<file path="config.mk">
export PLATFORM = sky130hd
export DESIGN_NAME = dual_stack_shared_memory_core
export DESIGN_NICKNAME = d
export VERILOG_FILES = /design/src/hw/rtl/dssm_pkg.sv /design/src/hw/rtl/dssm_ram.sv /design/src/hw/rtl/dssm_ctrl.sv /design/src/hw/rtl/dual_stack_shared_memory_core.sv
export SDC_FILE = /design/constraint.sdc
export NUM_CORES = 1
export LEC_CHECK = 0
export BUFFER_PORTS_ARGS = -buffer_cell sky130_fd_sc_hd__buf_2
export CORE_MARGIN = 2
export CORE_UTILIZATION = 60
export DETAILED_ROUTE_END_ITERATION = 8
export HOLD_SLACK_MARGIN = 0.1
export PLACE_DENSITY = 0.75
export SLEW_MARGIN = 20
export SYNTH_ARGS = -nofsm -noshare
export SYNTH_HDL_FRONTEND = slang
export SYNTH_HIERARCHICAL = 1
export SYNTH_SLANG_ARGS = --single-unit
</file>
<file path="constraint.sdc">
create_clock -name clk -period 7.23 [get_ports clk]
set_input_delay 0.3615 -clock clk [delete_from_list [all_inputs] [get_ports clk]]
set_output_delay 0.3615 -clock clk [all_outputs]
set_load 0.01 [all_outputs]
</file>
<file path="src/hw/rtl/dssm_pkg.sv">
// Shared types and constants for the dual stack shared memory core.
package dssm_pkg;

  localparam int DEPTH_DEF   = 16;
  localparam int DATA_W      = 32;
  localparam int FUNC_W      = 3;
  localparam int STATUS_W    = 2;
  localparam int IN_TDATA_W  = 40;  // func + push_value = 35 bits, padded to bytes
  localparam int OUT_TDATA_W = 40;  // read_value + status + two flags = 36 bits, padded

  localparam logic [FUNC_W-1:0] FN_PUSH1 = 3'd0;
  localparam logic [FUNC_W-1:0] FN_PUSH2 = 3'd1;
  localparam logic [FUNC_W-1:0] FN_POP1  = 3'd2;
  localparam logic [FUNC_W-1:0] FN_POP2  = 3'd3;
  localparam logic [FUNC_W-1:0] FN_PEEK1 = 3'd4;
  localparam logic [FUNC_W-1:0] FN_PEEK2 = 3'd5;

  localparam logic [STATUS_W-1:0] ST_OK        = 2'd0;
  localparam logic [STATUS_W-1:0] ST_OVERFLOW  = 2'd1;
  localparam logic [STATUS_W-1:0] ST_UNDERFLOW = 2'd2;

  // Everything about a result that is known at request time
  typedef struct packed {
    logic                use_ram;
    logic [DATA_W-1:0]   rd_const;
    logic [STATUS_W-1:0] status;
    logic                first_empty;
    logic                second_empty;
  } res_meta_t;

endpackage

</file>
<file path="src/hw/rtl/dssm_ram.sv">
// Generic single-port synchronous RAM with registered read.
module dssm_ram #(
  parameter int WIDTH = 32,
  parameter int DEPTH = 16,
  parameter int AW    = (DEPTH > 1) ? $clog2(DEPTH) : 1
) (
  input  logic             clk,
  input  logic             en,
  input  logic             we,
  input  logic [AW-1:0]    addr,
  input  logic [WIDTH-1:0] wdata,
  output logic [WIDTH-1:0] rdata
);

  logic [WIDTH-1:0] mem [DEPTH];

  always_ff @(posedge clk) begin
    if (en) begin
      if (we) begin
        mem[addr] <= wdata;
      end else begin
        rdata <= mem[addr];
      end
    end
  end

endmodule

</file>
<file path="src/hw/rtl/dssm_ctrl.sv">
// Stack pointer control: decodes a request, updates both counts, drives the RAM port.
module dssm_ctrl #(
  parameter int DEPTH = dssm_pkg::DEPTH_DEF,
  parameter int AW    = (DEPTH > 1) ? $clog2(DEPTH) : 1,
  parameter int CW    = $clog2(DEPTH + 1)
) (
  input  logic                          clk,
  input  logic                          rst_n,
  input  logic                          req_valid,
  input  logic [dssm_pkg::FUNC_W-1:0]   func,
  input  logic [dssm_pkg::DATA_W-1:0]   push_value,
  output logic                          mem_en,
  output logic                          mem_we,
  output logic [AW-1:0]                 mem_addr,
  output logic [dssm_pkg::DATA_W-1:0]   mem_wdata,
  output dssm_pkg::res_meta_t           meta
);

  logic [CW-1:0] cnt1_r, cnt1_nxt;
  logic [CW-1:0] cnt2_r, cnt2_nxt;
  logic [CW:0]   used;
  logic          has_room;
  logic [CW-1:0] top1_addr, top2_addr, push2_addr;

  assign used       = {1'b0, cnt1_r} + {1'b0, cnt2_r};
  assign has_room   = used < (CW + 1)'(DEPTH);
  assign top1_addr  = cnt1_r - CW'(1);
  assign top2_addr  = CW'(DEPTH) - cnt2_r;
  assign push2_addr = CW'(DEPTH - 1) - cnt2_r;
  assign mem_wdata  = push_value;

  always_comb begin
    cnt1_nxt      = cnt1_r;
    cnt2_nxt      = cnt2_r;
    mem_en        = 1'b0;
    mem_we        = 1'b0;
    mem_addr      = '0;
    meta.use_ram  = 1'b0;
    meta.rd_const = '0;
    meta.status   = dssm_pkg::ST_OK;
    unique case (func)
      dssm_pkg::FN_PUSH1, dssm_pkg::FN_PUSH2: begin
        if (has_room) begin
          mem_en = req_valid;
          mem_we = 1'b1;
          if (func == dssm_pkg::FN_PUSH1) begin
            mem_addr = cnt1_r[AW-1:0];
            cnt1_nxt = cnt1_r + CW'(1);
          end else begin
            mem_addr = push2_addr[AW-1:0];
            cnt2_nxt = cnt2_r + CW'(1);
          end
        end else begin
          meta.status = dssm_pkg::ST_OVERFLOW;
        end
      end
      dssm_pkg::FN_POP1, dssm_pkg::FN_PEEK1: begin
        if (cnt1_r != '0) begin
          mem_en       = req_valid;
          mem_addr     = top1_addr[AW-1:0];
          meta.use_ram = 1'b1;
          if (func == dssm_pkg::FN_POP1) begin
            cnt1_nxt = top1_addr;
          end
        end else begin
          meta.rd_const = '1;
          meta.status   = dssm_pkg::ST_UNDERFLOW;
        end
      end
      dssm_pkg::FN_POP2, dssm_pkg::FN_PEEK2: begin
        if (cnt2_r != '0) begin
          mem_en       = req_valid;
          mem_addr     = top2_addr[AW-1:0];
          meta.use_ram = 1'b1;
          if (func == dssm_pkg::FN_POP2) begin
            cnt2_nxt = cnt2_r - CW'(1);
          end
        end else begin
          meta.rd_const = '1;
          meta.status   = dssm_pkg::ST_UNDERFLOW;
        end
      end
      default: ;  // unused codes leave state alone
    endcase
    meta.first_empty  = (cnt1_nxt == '0);
    meta.second_empty = (cnt2_nxt == '0);
  end

  always_ff @(posedge clk) begin
    if (!rst_n) begin
      cnt1_r <= '0;
      cnt2_r <= '0;
    end else if (req_valid) begin
      cnt1_r <= cnt1_nxt;
      cnt2_r <= cnt2_nxt;
    end
  end

endmodule

</file>
<file path="src/hw/rtl/dual_stack_shared_memory_core.sv">
// Top level: two stacks in one RAM, request stream in, result stream out.
//
// Usage:
//   in_tdata carries one request: func (push/pop/peek on stack one or two)
//   and push_value. Stack one grows up from word 0, stack two down from
//   word DEPTH-1. Each request gives exactly one result on out_tdata:
//   read_value, status (ok, overflow, underflow) and both empty flags.
// Result path: a taken request passes the RAM read register (with its
//   result fields held in pend_meta_r) and then the output register.
// Flow: in_tready is low while a request's result is pending; the RAM read
//   issued for a pop or peek must return before the next request is decoded.
// Reset: both stacks become empty; RAM contents are not cleared and are
//   never read before being written. Output and holding stages empty.
// Stall: a result waiting on out_tready stays put; one further request is
//   taken and its result parked in a holding register, after which
//   in_tready stays low until the output drains.
module dual_stack_shared_memory_core #(
  parameter int DEPTH = dssm_pkg::DEPTH_DEF
) (
  input  logic                             clk,
  input  logic                             rst_n,
  input  logic                             in_tvalid,
  output logic                             in_tready,
  // [2:0] func, [34:3] push_value, [39:35] zero
  input  logic [dssm_pkg::IN_TDATA_W-1:0]  in_tdata,
  output logic                             out_tvalid,
  input  logic                             out_tready,
  // [31:0] read_value, [33:32] status, [34] first_empty, [35] second_empty,
  // [39:36] zero
  output logic [dssm_pkg::OUT_TDATA_W-1:0] out_tdata
);

  localparam int AW = (DEPTH > 1) ? $clog2(DEPTH) : 1;
  localparam int DW = dssm_pkg::DATA_W;
  localparam int OW = dssm_pkg::OUT_TDATA_W;
  localparam int FW = dssm_pkg::FUNC_W;

  logic                in_acc;
  logic                mem_en, mem_we;
  logic [AW-1:0]       mem_addr;
  logic [DW-1:0]       mem_wdata, mem_rdata;
  dssm_pkg::res_meta_t meta;

  logic                rd_pend_r, rd_pend_nxt;
  dssm_pkg::res_meta_t pend_meta_r;
  logic                hold_valid_r, hold_valid_nxt;
  logic [OW-1:0]       hold_data_r, hold_data_nxt;
  logic                out_valid_r, out_valid_nxt;
  logic [OW-1:0]       out_data_r, out_data_nxt;
  logic [OW-1:0]       res_word;
  logic                out_free;

  assign in_tready = !rd_pend_r && !hold_valid_r;
  assign in_acc    = in_tvalid && in_tready;

  dssm_ctrl #(
    .DEPTH (DEPTH)
  ) u_ctrl (
    .clk        (clk),
    .rst_n      (rst_n),
    .req_valid  (in_acc),
    .func       (in_tdata[FW-1:0]),
    .push_value (in_tdata[FW+DW-1:FW]),
    .mem_en     (mem_en),
    .mem_we     (mem_we),
    .mem_addr   (mem_addr),
    .mem_wdata  (mem_wdata),
    .meta       (meta)
  );

  dssm_ram #(
    .WIDTH (DW),
    .DEPTH (DEPTH)
  ) u_ram (
    .clk   (clk),
    .en    (mem_en),
    .we    (mem_we),
    .addr  (mem_addr),
    .wdata (mem_wdata),
    .rdata (mem_rdata)
  );

  // RAM data is only live the cycle after the read
  assign res_word = {(OW - DW - dssm_pkg::STATUS_W - 2)'(0),
                     pend_meta_r.second_empty, pend_meta_r.first_empty,
                     pend_meta_r.status,
                     pend_meta_r.use_ram ? mem_rdata : pend_meta_r.rd_const};

  assign out_free = !out_valid_r || out_tready;

  always_comb begin
    rd_pend_nxt    = in_acc;
    hold_valid_nxt = hold_valid_r;
    hold_data_nxt  = hold_data_r;
    out_valid_nxt  = out_valid_r;
    out_data_nxt   = out_data_r;
    if (out_free) begin
      out_valid_nxt = hold_valid_r || rd_pend_r;
      if (hold_valid_r) begin
        out_data_nxt   = hold_data_r;
        hold_valid_nxt = 1'b0;
      end else if (rd_pend_r) begin
        out_data_nxt = res_word;
      end
    end else if (rd_pend_r) begin
      hold_valid_nxt = 1'b1;
      hold_data_nxt  = res_word;
    end
  end

  always_ff @(posedge clk) begin
    if (!rst_n) begin
      rd_pend_r    <= 1'b0;
      hold_valid_r <= 1'b0;
      out_valid_r  <= 1'b0;
    end else begin
      rd_pend_r    <= rd_pend_nxt;
      hold_valid_r <= hold_valid_nxt;
      out_valid_r  <= out_valid_nxt;
    end
  end

  always_ff @(posedge clk) begin
    if (in_acc) begin
      pend_meta_r <= meta;
    end
    hold_data_r <= hold_data_nxt;
    out_data_r  <= out_data_nxt;
  end

  assign out_tvalid = out_valid_r;
  assign out_tdata  = out_data_r;

endmodule
</file>
# Word-level counts from Yosys, hierarchy flattened
# Memories as Yosys holds them, arrays and structs flattened. A register that Yosys moved wholly into a read port is not among the register bits.
# Cells that the tools add are included.
# op_classes
addsub	7
reduce_logical	20
muxes	34
n_eq_ne	5
bitwise	3
n_lt_le_gt_ge	1
# op_table
cell	n
$mux 36	2
$mux 34	2
$pmux 33 s2	1
$mux 5	8
$mux 32	1
$pmux 5 s2	2
$mux 4	4
$pmux 4 s3	1
$mux 1	11
$add 5x1->5 const B	2
$logic_not 5->1	2
$reduce_bool 5->1	2
$sub 5x1->5 const B	2
$reduce_or 2->1	4
$add 5x5->6	1
$eq 3x2->1 const B	2
$eq 3x3->1 const B	2
$lt 6x5->1 const B	1
$pmux 2 s3	1
$reduce_and 2->1	3
$sub 1x4->4 const A	1
$sub 4x4->4 const A	1
$eq 3x1->1 const B	1
$logic_not 1->1	3
6 further kinds	10
# word_totals
inputBits	44
memories	1
ramBits	512
out_inout_bits	42
wordCells	83
register_bits	122
# mem_list
name	words	word_bits	read_ports	rd_clocked_by_memory_dff	write_ports	line	source
u_ram.mem	16	32	1	1	1	dssm_ram.sv:15	logic [WIDTH-1:0] mem [DEPTH];

# Logic depth before layout (Yosys ltp)
# depth
word_depth	7
depth_mapped	14
mapped_depth_nobuf	9

# Cells and area by module
# The synthesis kept the hierarchy.
# by_module_without_submodules
module	cells_each	seq_area_each_um2	area_per_inst_um2	instances
dssm_ram	844	16335.7	20216.9	1
dual_stack_shared_memory_core	201	3333.2	4385.5	1
dssm_ctrl	256	200.2	1946.9	1

# Worst setup path after synthesis
# OpenSTA, ideal clock, no wires.
# synth_timing
path_kind	reg2reg
from	reg hold_valid_r
to	mem u_ram.mem[0][0], enable pin
synth_period_minus_slack_ns	5.590
slack_ns	1.640
setup_ns	0.461
path_stages_with_launch	9
required_time_ns	6.769
arrival_time_ns	5.129
n_path_buf	1
path_cell_list	dfxtp_1 -> buf_2 -> nor2_1 -> and2_1 -> inv_1 -> nor3_1 -> nand2_1 -> or3_1 -> nor3_1
# synth_via
elab_chain_cells	7
word_cells_on_any_way	9
classes_between	mux (6); reduce/logical (3)
# synth_rtl
item	line	source
from (decl)	dual_stack_shared_memory_core.sv:46	logic hold_valid_r, hold_valid_nxt;
from (signal assigned)	dual_stack_shared_memory_core.sv:118	hold_valid_r <= hold_valid_nxt;
$logic_not 1->1 (*)	dual_stack_shared_memory_core.sv:53	assign in_tready = !rd_pend_r && !hold_valid_r;
$logic_and 1x1->1 (*)	dual_stack_shared_memory_core.sv:53	
net in_tready	dual_stack_shared_memory_core.sv:23	output logic in_tready,
$logic_and 1x1->1 (*)	dual_stack_shared_memory_core.sv:54	assign in_acc = in_tvalid && in_tready;
net in_acc	dual_stack_shared_memory_core.sv:38	logic in_acc;
$mux 1, on equally long branches	dssm_ctrl.sv:71, dssm_ctrl.sv:43, dssm_ctrl.sv:58	
$pmux 1 s3 (*)	dssm_ctrl.sv:41	unique case (func)
net mem_en	dual_stack_shared_memory_core.sv:39	logic mem_en, mem_we;
$mux 1 (*)	dssm_ram.sv:18	if (en) begin
$mux 1 (implied by the code) (*)	dssm_ram.sv:20	mem[addr] <= wdata;
to (decl)	dssm_ram.sv:15	
# Mark *: on every way through the listed nets, which the timed path passes. The rest lies on a longest branch.

# Worst setup path after layout
# layout_timing
from	reg u_ctrl.cnt2_r[3]
to	mem u_ram.mem[14][13], enable pin
# layout_via
elab_chain_cells	7
word_cells_on_any_way	17
classes_between	add/sub (3); order compare (1); mux (12); reduce/logical (1)
# layout_rtl
item	line	source
from (decl)	dssm_ctrl.sv:20	logic [CW-1:0] cnt2_r, cnt2_nxt;
from (signal assigned)	dssm_ctrl.sv:95	cnt2_r <= cnt2_nxt;
$add 5x5->6	dssm_ctrl.sv:25	assign used = {1'b0, cnt1_r} + {1'b0, cnt2_r};
$lt 6x5->1	dssm_ctrl.sv:26	assign has_room = used < (CW + 1)'(DEPTH);
$mux 1	dssm_ctrl.sv:43	if (has_room) begin
$mux 1	dssm_ctrl.sv:41	
net mem_we	dual_stack_shared_memory_core.sv:39	
$mux 1	dssm_ram.sv:19	if (we) begin
$mux 1	dssm_ram.sv:18	
$mux 1 (implied by the code)	dssm_ram.sv:20	
# The timed path passes the listed nets, and every way through them passes these cells.

==> impl_metrics.tcl <==
set metrics [dict create \
    synth_top_area_share_pct 73.9 \
    grt_max_degree 89 \
    postRouteAntennaNets 0 \
    drt_iter0_markers 1188 \
    final_cell_mix "653 x edfxtp_1, 128 x mux4_2, 76 x buf_2, 71 x clkbuf_16, 68 x a22oi_1" \
    drv_cap 0 \
    drive_gt1_share_pct 30.6 \
    routedWlPerCell_um 25.9 \
    hold_start "rst_n" \
    track_usage_pct 23.0 \
    relSlewSlack_pct 22.2 \
    min_period_ns 5.34 \
    arrival_ns 5.60 \
    grt_overflow 0 \
    whs_ns 0.130 \
    place.gp.congestion 0.837 \
    async_reset_ff_share_pct 0 \
    synth_edf_count 653 \
    finClkSkew_ns 0.0136 \
    drc 0 \
    io_pins 86 \
    hold_path_end "out_tvalid" \
    crit_fanout 21 \
    cts_buffers 68 \
    synth.cell_area_mm2 0.0265 \
    cp_top_family "compound AO/OA/AOI/OAI gates" \
    grt_pass1_wl_um 78200 \
    peakVddDrop_uv 234 \
    core_mm2 0.0439 \
    io_buffers 76 \
    final_max_slew_viol_count 0 \
    cts_max_path_buffers 3 \
    setup-violations-final 0 \
    hold_class "in -> reg" \
    busiest_layer "met2" \
    cts_tree "done" \
    ff2ff_path_depth 9 \
    ys_types 69 \
    dieHeight_um 214 \
    r2r-start "u_ctrl/cnt2_r[3]" \
    cp_num_buf_inv 1 \
    clock_sinks 666 \
    firstDrtPassIters 5 \
    initial_core_util_pct 60.4 \
    fmax_mhz 187 \
    hold_viol 0 \
    power.density_mw_per_mm2 287 \
    dp_hpwl_um 28000 \
    crit_path_cell_trace "ha_1 > a2111o_1 > a21oi_2 > and2_1 > o211ai_1 > a21oi_1 > nand2_1 > nor2_4 > buf_4" \
    syn_avg_cell_area_um2 20.4 \
    final_area_mm2 0.0293 \
    setup_tns_ns 0 \
    final_common_cell "edfxtp_1" \
    die-area_mm2 0.0459 \
    use_met1_pct 32.8 \
    whs_path_depth 2 \
    clk_pin_slew_ns 0.06 \
    synth_area_leader_cell "edfxtp_1" \
    r2r-end "u_ram/mem[14][13]" \
    syn-instance-count 1301 \
    synth-seq-cells 666 \
    grt_pass1_vias 12600 \
    path_class "reg -> reg" \
    die_w_um 214 \
    cp-end-kind "flip-flop" \
    ys_seq_area_share_pct 74.8 \
    worst_setup_path_start_kind "flip-flop" \
    via_per_inst 6.20 \
    area_delta_synth_final_pct 10.3 \
    rsz0062_at_grt "false" \
    fin_nets 1402 \
    power_uw 8410 \
    vias 12300 \
    clock_latency_ns 0.57 \
    antenna_found_initial 4 \
    yosys_warnings 6 \
    synth_area_leaders "edfxtp_1 74%, mux4_2 11%, a22oi_1 1.9%" \
    clockRootBuffer "clkbuf_16" \
    htree_num_levels 3 \
    grtUsageMet3_pct 5.50 \
    cp.required_ns 7.49 \
    max_stage_delay_ns 0.94 \
    cp_slowest_cell "a21oi_1" \
    rows 77 \
    fillers 2802 \
    crit_cells 9 \
    synth_flop_cell "edfxtp_1" \
    tightest_slew_ns 1.17 \
    place_area_mm2 0.0271 \
    p_leak_uw 0.00941 \
    gr-usage-met2_pct 36.0 \
    period_share_pct 73.8 \
    drt-total-wl_um 51500 \
    rrSetupSlack_ns 1.89 \
    status "finished, final reports clean" \
]
[worst reg2reg max path: cells and delay by family (launching register included)]
| family | cells | cell delay, ns |
|---|---|---|
| adders and majority gates | 1 | 0.38 |
| DFF | 1 | 0.60 |
| and+or+nand+nor | 3 | 1.79 |
| AOI/OAI and AO/OA | 4 | 1.86 |
| buffers and inverters | 1 | 0.39 |
[worst max path at each step]
stage,from,end,slack (ns)
6_report,u_ctrl/cnt2_r[3],u_ram/mem[14][13],1.89
4_1_cts,u_ctrl/cnt2_r[3],u_ram/mem[14][25],1.93
3_3_place_gp,u_ctrl/cnt2_r[3],u_ram/mem[7][20],2.05
5_1_grt,u_ctrl/cnt2_r[3],u_ram/mem[14][25],1.62
3_5_place_dp,u_ctrl/cnt2_r[3],u_ram/mem[12][15],1.99
2_1_floorplan,hold_valid_r,u_ram/mem[0][0],1.64
[timing repair]
| action | in CTS | in global routing |
|---|---|---|
| endpoints found under the hold margin | 1 | 0 |
| hold buffers | 1 | 0 |
| buffers inserted | 0 | 0 |
| gates resized for setup | 0 | 0 |
[where the power goes]
group	switching [uW]	total (uW)	internal (uW)
clock	1360	3290	1930
sequential	27.1	4360	4340
combinational	444	761	317
total	1830	8410	6580
[per-layer routing]
metal	share of wire, %	routed length [um]	vias to the layer above
li1	-	-	5355
met1	40	20700	6373
met2	49	25000	504
met3	8.6	4440	90
met4	2.5	1260	4
met5	0.051	26	-
[sequential cells by signal, summed over array words and instances (netlist names)]
register       cells
u_ram/mem        512
pend_meta_r       37
hold_data_r       36
out_tdata         36
u_ram/rdata       32
u_ctrl/cnt1_r      5
u_ctrl/cnt2_r      5
hold_valid_r       1
out_tvalid         1
rd_pend_r          1
[Yosys cell counts, drive strengths merged, types with 3 or more instances]
library cell and number:
nand2b 3, nor4b 3, buf 103, nand4b 3, nor4 3, mux4 128
o22ai 3, nor2b 5, or3 3, o21ai 9, a31oi 4, ha 12
nor2 31, edfxtp 653, o2111ai 3, dfxtp 13, a222oi 3, and2 5
clkbuf 32, xor2 7, a211oi 4, mux2 68, nand3 5, nand2 55
nor3 11, a21oi 11, a2111oi 3, inv 11, o211a 3, a22oi 68
a21o 3, o211ai 3
[metrics by stage]
stage	setup WS, ns	std cells	utilization (%)
global placement	2.05	1866	61.8
CTS	1.93	1986	66.6
detailed placement	1.99	1866	61.8
floorplan	1.64	1304	-
finish	1.89	1989	66.7
global route	1.62	1988	66.7
[cell type report]
| type | instances | area (um2) | share of cell area (%) |
|---|---|---|---|
| timing repair buffer | 107 | 661 | 2.26 |
| tap | 592 | 741 | 2.53 |
| antenna | 2 | 5.00 | 0.0171 |
| sequential | 666 | 19900 | 67.9 |
| inverter | 12 | 45.0 | 0.154 |
| clock buffer | 86 | 1830 | 6.26 |
| multi-input combinational | 491 | 5880 | 20.1 |
| clock inverter | 33 | 255 | 0.872 |
[kinds of logic (layout without fill, tap and decap cells)]
family                   count (synthesis)  count (layout)  synth area share [%]
multiplexers                           198             198                  14.2
AO/OA/AOI/OAI                          132             132                  3.85
adder cells (fa/ha/maj)                 12              12                 0.566
XOR/XNOR                                 8               8                 0.264
buffers and inverters                  147             238                  3.71
flip-flops                             666             666                  74.8
AND/OR/NAND/NOR                        137             137                  2.52
other                                    1               6                0.0141
Power figures use the tool's default switching activity.
